**src/scp_pkg.sv**
```systemverilog
// ----------------------------------------------------------------------------
// scp_pkg
// Shared types and constants for the segment closest points pipeline.
// ----------------------------------------------------------------------------
package scp_pkg;

   // Coordinate format of every point on the ports (signed fixed point).
   localparam int COORD_WIDTH = 32;

   // Digit width of the pipelined multipliers: one digit per stage.
   localparam int MUL_DIG = 16;

   // Reciprocal of the small-value threshold (1e-5).
   localparam int EPS_INV = 100000;

   typedef logic signed [COORD_WIDTH-1:0] coord_type;

   typedef struct packed {
      coord_type a_start_x;
      coord_type a_start_y;
      coord_type a_start_z;
      coord_type a_end_x;
      coord_type a_end_y;
      coord_type a_end_z;
      coord_type b_start_x;
      coord_type b_start_y;
      coord_type b_start_z;
      coord_type b_end_x;
      coord_type b_end_y;
      coord_type b_end_z;
   } scp_req_type;

   typedef struct packed {
      coord_type near_a_x;
      coord_type near_a_y;
      coord_type near_a_z;
      coord_type near_b_x;
      coord_type near_b_y;
      coord_type near_b_z;
   } scp_rsp_type;

   // Register stages of scp_mul for a second operand of wb bits.
   function automatic int mul_latency(int wb);
      return (wb + MUL_DIG - 1) / MUL_DIG + 2;
   endfunction

   function automatic int max_int(int x, int y);
      return (x > y) ? x : y;
   endfunction

endpackage

```
**src/scp_mul.sv**
```systemverilog
// ----------------------------------------------------------------------------
// scp_mul
// Pipelined signed multiplier: the magnitude of b is consumed one digit per
// stage, then the sign is applied.
// ----------------------------------------------------------------------------
module scp_mul #(
   parameter int WA = 33,
   parameter int WB = 33
) (
   input  logic                  clock,
   input  logic                  enable,
   input  logic signed [WA-1:0]  a,
   input  logic signed [WB-1:0]  b,
   output logic signed [WA+WB-1:0] p
);
   import scp_pkg::*;

   localparam int ND = (WB + MUL_DIG - 1) / MUL_DIG;
   localparam int BW = ND * MUL_DIG;
   localparam int PW = WA + WB;
   localparam int MW = WA + MUL_DIG;

   logic [WA-1:0] ma_ff  [ND];
   logic [BW-1:0] mb_ff  [ND];
   logic [PW-1:0] acc_ff [ND+1];
   logic          neg_ff [ND+1];
   logic signed [PW-1:0] p_ff;
   logic [MW-1:0] pp     [ND];

   always_comb begin
      for (int k = 0; k < ND; k++) begin
         pp[k] = MW'(ma_ff[k]) * MW'(mb_ff[k][MUL_DIG-1:0]);
      end
   end

   always_ff @(posedge clock) begin
      if (enable) begin
         ma_ff[0]  <= $unsigned(a[WA-1] ? -a : a);
         mb_ff[0]  <= BW'($unsigned(b[WB-1] ? -b : b));
         acc_ff[0] <= '0;
         neg_ff[0] <= a[WA-1] ^ b[WB-1];
         for (int k = 1; k <= ND; k++) begin
            acc_ff[k] <= acc_ff[k-1] + (PW'(pp[k-1]) << (MUL_DIG * (k - 1)));
            neg_ff[k] <= neg_ff[k-1];
         end
         for (int k = 1; k < ND; k++) begin
            ma_ff[k] <= ma_ff[k-1];
            mb_ff[k] <= mb_ff[k-1] >> MUL_DIG;
         end
         p_ff <= neg_ff[ND] ? -$signed(acc_ff[ND]) : $signed(acc_ff[ND]);
      end
   end

   assign p = p_ff;

endmodule

```
**config.mk**
```make
export PLATFORM = sky130hd
export DESIGN_NAME = scp_mul
export DESIGN_NICKNAME = d
export VERILOG_FILES = /design/src/scp_pkg.sv /design/src/scp_mul.sv
export SDC_FILE = /design/constraint.sdc
export NUM_CORES = 2
export LEC_CHECK = 0
export BUFFER_PORTS_ARGS = -buffer_cell sky130_fd_sc_hd__clkbuf_2
export CAP_MARGIN = 10
export CORE_MARGIN = 2
export CORE_UTILIZATION = 35
export CTS_CLUSTER_SIZE = 8
export DETAILED_ROUTE_END_ITERATION = 12
export GPL_ROUTABILITY_DRIVEN = 0
export HOLD_SLACK_MARGIN = 0.08
export PLACE_DENSITY = 0.61
export SYNTH_ARGS = -nofsm -noshare
export SYNTH_HDL_FRONTEND = slang
export SYNTH_SLANG_ARGS = --single-unit
```
**constraint.sdc**
```tcl
create_clock -name clock -period 15.1 [get_ports clock]
set_clock_uncertainty 0.1 [all_clocks]
set_input_delay 0.755 -clock clock [delete_from_list [all_inputs] [get_ports clock]]
set_output_delay 0.755 -clock clock [all_outputs]
set_load 0.005 [all_outputs]
```
==> reports/metrics.csv <==
stage;metric;value;unit
clock_tree;clock_sinks;404;
logic_synthesis;yosys-top-cells-area;fa_1 (34%), edfxtp_1 (23%), ha_1 (7.8%);
logic_synthesis;yosysTopAreaCell;fa_1;
worst_setup_path;endpoint_kind;register;
placed_design;dp_hpwl;100;mm
status;outcome;finished clean;
placed_design;io_buffers;133;
grt;grt_use_total;18.2;%
worst_setup_path;critPathLaunchType;register;
floorplanning;die_y;389;µm
logic_synthesis;synth-edff-count;404;
cells_and_area;syn2layout_area_growth;8.49;%
worst_setup_path;cp_slowest_cell;edfxtp_1;
worst_setup_path;slowest_delay;0.74;ns
logic_synthesis;synth_cells;5203;
worst_setup_path;reg2reg_to;acc_ff[2][61]$_DFFE_PP_;
sta;final.setup.worst_slack;5.53;ns
drt;drtIter0Drc;2698;
clock_tree;cts_hold_buf;0;
sta;tightest_slew;1.19;ns
hold_path;hp-class;in -> reg;
sta;post-route-period-util;63.4;%
worst_setup_path;crit_top_cell;fa_1;
floorplanning;die_area;151000;µm²
floorplanning;core-area;147000;µm²
logic_synthesis;synth.yosys.seq_area_share;23.4;%
clock_tree;cts_tree;yes;
worst_setup_path;crit_fanout;19;
drt;antenna_left;0;
sta;finalHoldViolCount;0;
clock_tree;h-tree-depth;2;
worst_setup_path;reg2regPathDepth;31;
logic_synthesis;dominantRegCellSynth;edfxtp_1;
worst_setup_path;r2r_slack;5.53;ns
floorplanning;num_rows;141;
worst_setup_path;worstSetupPathType;reg -> reg;
logic_synthesis;synthArstFlopShare;0;%
grt;grt_start_max_net_pins;178;
drt;drc;0;
floorplanning;ios;134;
clock_tree;cts_made_buffers;58;
clock_tree;post_cts_buffers;0;
placed_design;pre_cts_slack;5.63;ns
grt;grt_pass1_vias;38562;
worst_setup_path;r2r-start;mb_ff[0][36]$_DFFE_PP_;
hold_path;hp-start;a[0];
drt;routed_via_density;5.06;
flow_run;drv_cap;0;
sta;timing.fmax;0.104;GHz
cells_and_area;nets;6507;
clock_tree;root_buffer;clkbuf_16;
logic_synthesis;syn_nets;6461;
clock_tree;cts_resized;0;
worst_setup_path;arrival;9.88;ns
clock_tree;cts_max_path_buffers;3;
logic_synthesis;yosys_register_bits;404;
sta;rsz0062_at_grt;false;
cells_and_area;fillCellCount;14480;
hold_path;holdPathStages;1;
logic_synthesis;yosysTopAreaCellShare;33.5;%
sta;drv_slew;0;
sta;slew_headroom;21.0;%
grt;antenna_found_initial;11;
logic_synthesis;synthesis.area;51800;µm²
sta;setup_tns;0;ns
logic_synthesis;yosys_warnings;0;
grt;grt_overflow;0;
sta;setup-violations-final;0;
grt;grt_pass1_wl;217;mm
drt;drtPass1Iterations;5;
logic_synthesis;synth.distinct_cells;78;
cells_and_area;final_common_cell;inv_1;
cells_and_area;final_cell_mix;inv_1 (924), fa_1 (867), nand2_1 (852);
worst_setup_path;cp.required;15.41;ns
logic_synthesis;avgSynthCellArea;9.95;µm²
clock_tree;clkLatencyLatePin;0.67;ns
drt;wire_per_inst;18.8;µm
hold_path;min_to;ma_ff[0][0]$_DFFE_PP_;
sta;period_needed;9.57;ns
drt;vias;36394;
floorplanning;initial_utilization;35.1;%
drt;drt-total-wl;135;mm
clock_tree;path_clk_slew;0.07;ns
floorplanning;die_w;389;µm
cells_and_area;drive_gt1_share;5.82;%
[area by class of cell]
type / count / area (µm²) / share of cell area (%)
multi-input combinational: 3665 / 35400 / 63.0
sequential: 404 / 12100 / 21.6
clock inverter: 7 / 140 / 0.250
tap: 1930 / 2410 / 4.30
clock buffer: 61 / 1460 / 2.61
timing repair buffer: 196 / 1160 / 2.07
antenna: 1 / 2.50 / 0.00446
inverter: 924 / 3470 / 6.18
[metrics by stage]
| stage | util [%] | hold WS (ns) | instance area (µm²) | instances |
|---|---|---|---|---|
| after floorplan | - | 0.300 | 51800 | 5203 |
| after global placement | 37.0 | 0.301 | 54500 | 7119 |
| after detailed placement | 37.0 | 0.305 | 54500 | 7119 |
| after CTS | 38.1 | 0.229 | 56100 | 7187 |
| after global routing | 38.1 | 0.245 | 56100 | 7187 |
| final | 38.1 | 0.253 | 56100 | 7188 |
[worst max-delay path: cells and delay by family (launching register included)]
family	cells	cell delay [ns]
compound gates	6	1.61
fa+ha+maj	8	3.83
buf+inv	4	0.55
xor+xnor	2	0.30
simple gates	11	2.15
flops	1	0.74
[Yosys cell counts (27+ instances only)]
| cell | count |
|---|---|
| nor2_1 | 96 |
| nand2b_1 | 27 |
| and3_1 | 31 |
| nand3_1 | 31 |
| a21o_1 | 88 |
| o21ai_0 | 125 |
| nand2_1 | 852 |
| clkbuf_1 | 209 |
| and2_1 | 383 |
| ha_1 | 323 |
| inv_1 | 924 |
| nor3_1 | 40 |
| xnor2_1 | 215 |
| edfxtp_1 | 404 |
| xor2_1 | 57 |
| a21oi_1 | 155 |
| o31ai_1 | 39 |
| fa_1 | 867 |
[registers in the layout (all words and copies together) (netlist names)]
name,cells
acc_ff,184
ma_ff,99
mb_ff,51
neg_ff,4
p,66
[cell families after synthesis]
family | Yosys count | synth area share [%]
compound gates | 594 | 7.46
buf+inv | 1134 | 8.22
simple gates | 1607 | 14.9
fa+ha+maj | 1190 | 41.3
flops | 404 | 23.4
mux | 2 | 0.0387
xor+xnor | 272 | 4.60
[worst max-delay path by stage]
stage                                 startpoint                       to  depth (start not counted)
after floorplan           mb_ff[0][42]$_DFFE_PP_  acc_ff[2][61]$_DFFE_PP_                         32
final                     mb_ff[0][36]$_DFFE_PP_  acc_ff[2][61]$_DFFE_PP_                         31
after global placement    mb_ff[0][36]$_DFFE_PP_  acc_ff[2][61]$_DFFE_PP_                         31
after CTS                 mb_ff[0][36]$_DFFE_PP_  acc_ff[2][61]$_DFFE_PP_                         31
after detailed placement  mb_ff[0][36]$_DFFE_PP_  acc_ff[2][57]$_DFFE_PP_                         31
after global routing      mb_ff[0][36]$_DFFE_PP_  acc_ff[2][57]$_DFFE_PP_                         31
[metal layers]
metal | GRT usage (%) | wire (µm) | up-vias
li1 | - | - | 16487
met1 | 26.3 | 61800 | 18289
met2 | 27.2 | 57300 | 1422
met3 | 4.75 | 13100 | 190
met4 | 4.03 | 2590 | 6
met5 | 0 | 51 | -
Power is not shown: default switching activity piles up to over one toggle a cycle in this logic, so the estimate is an artifact.
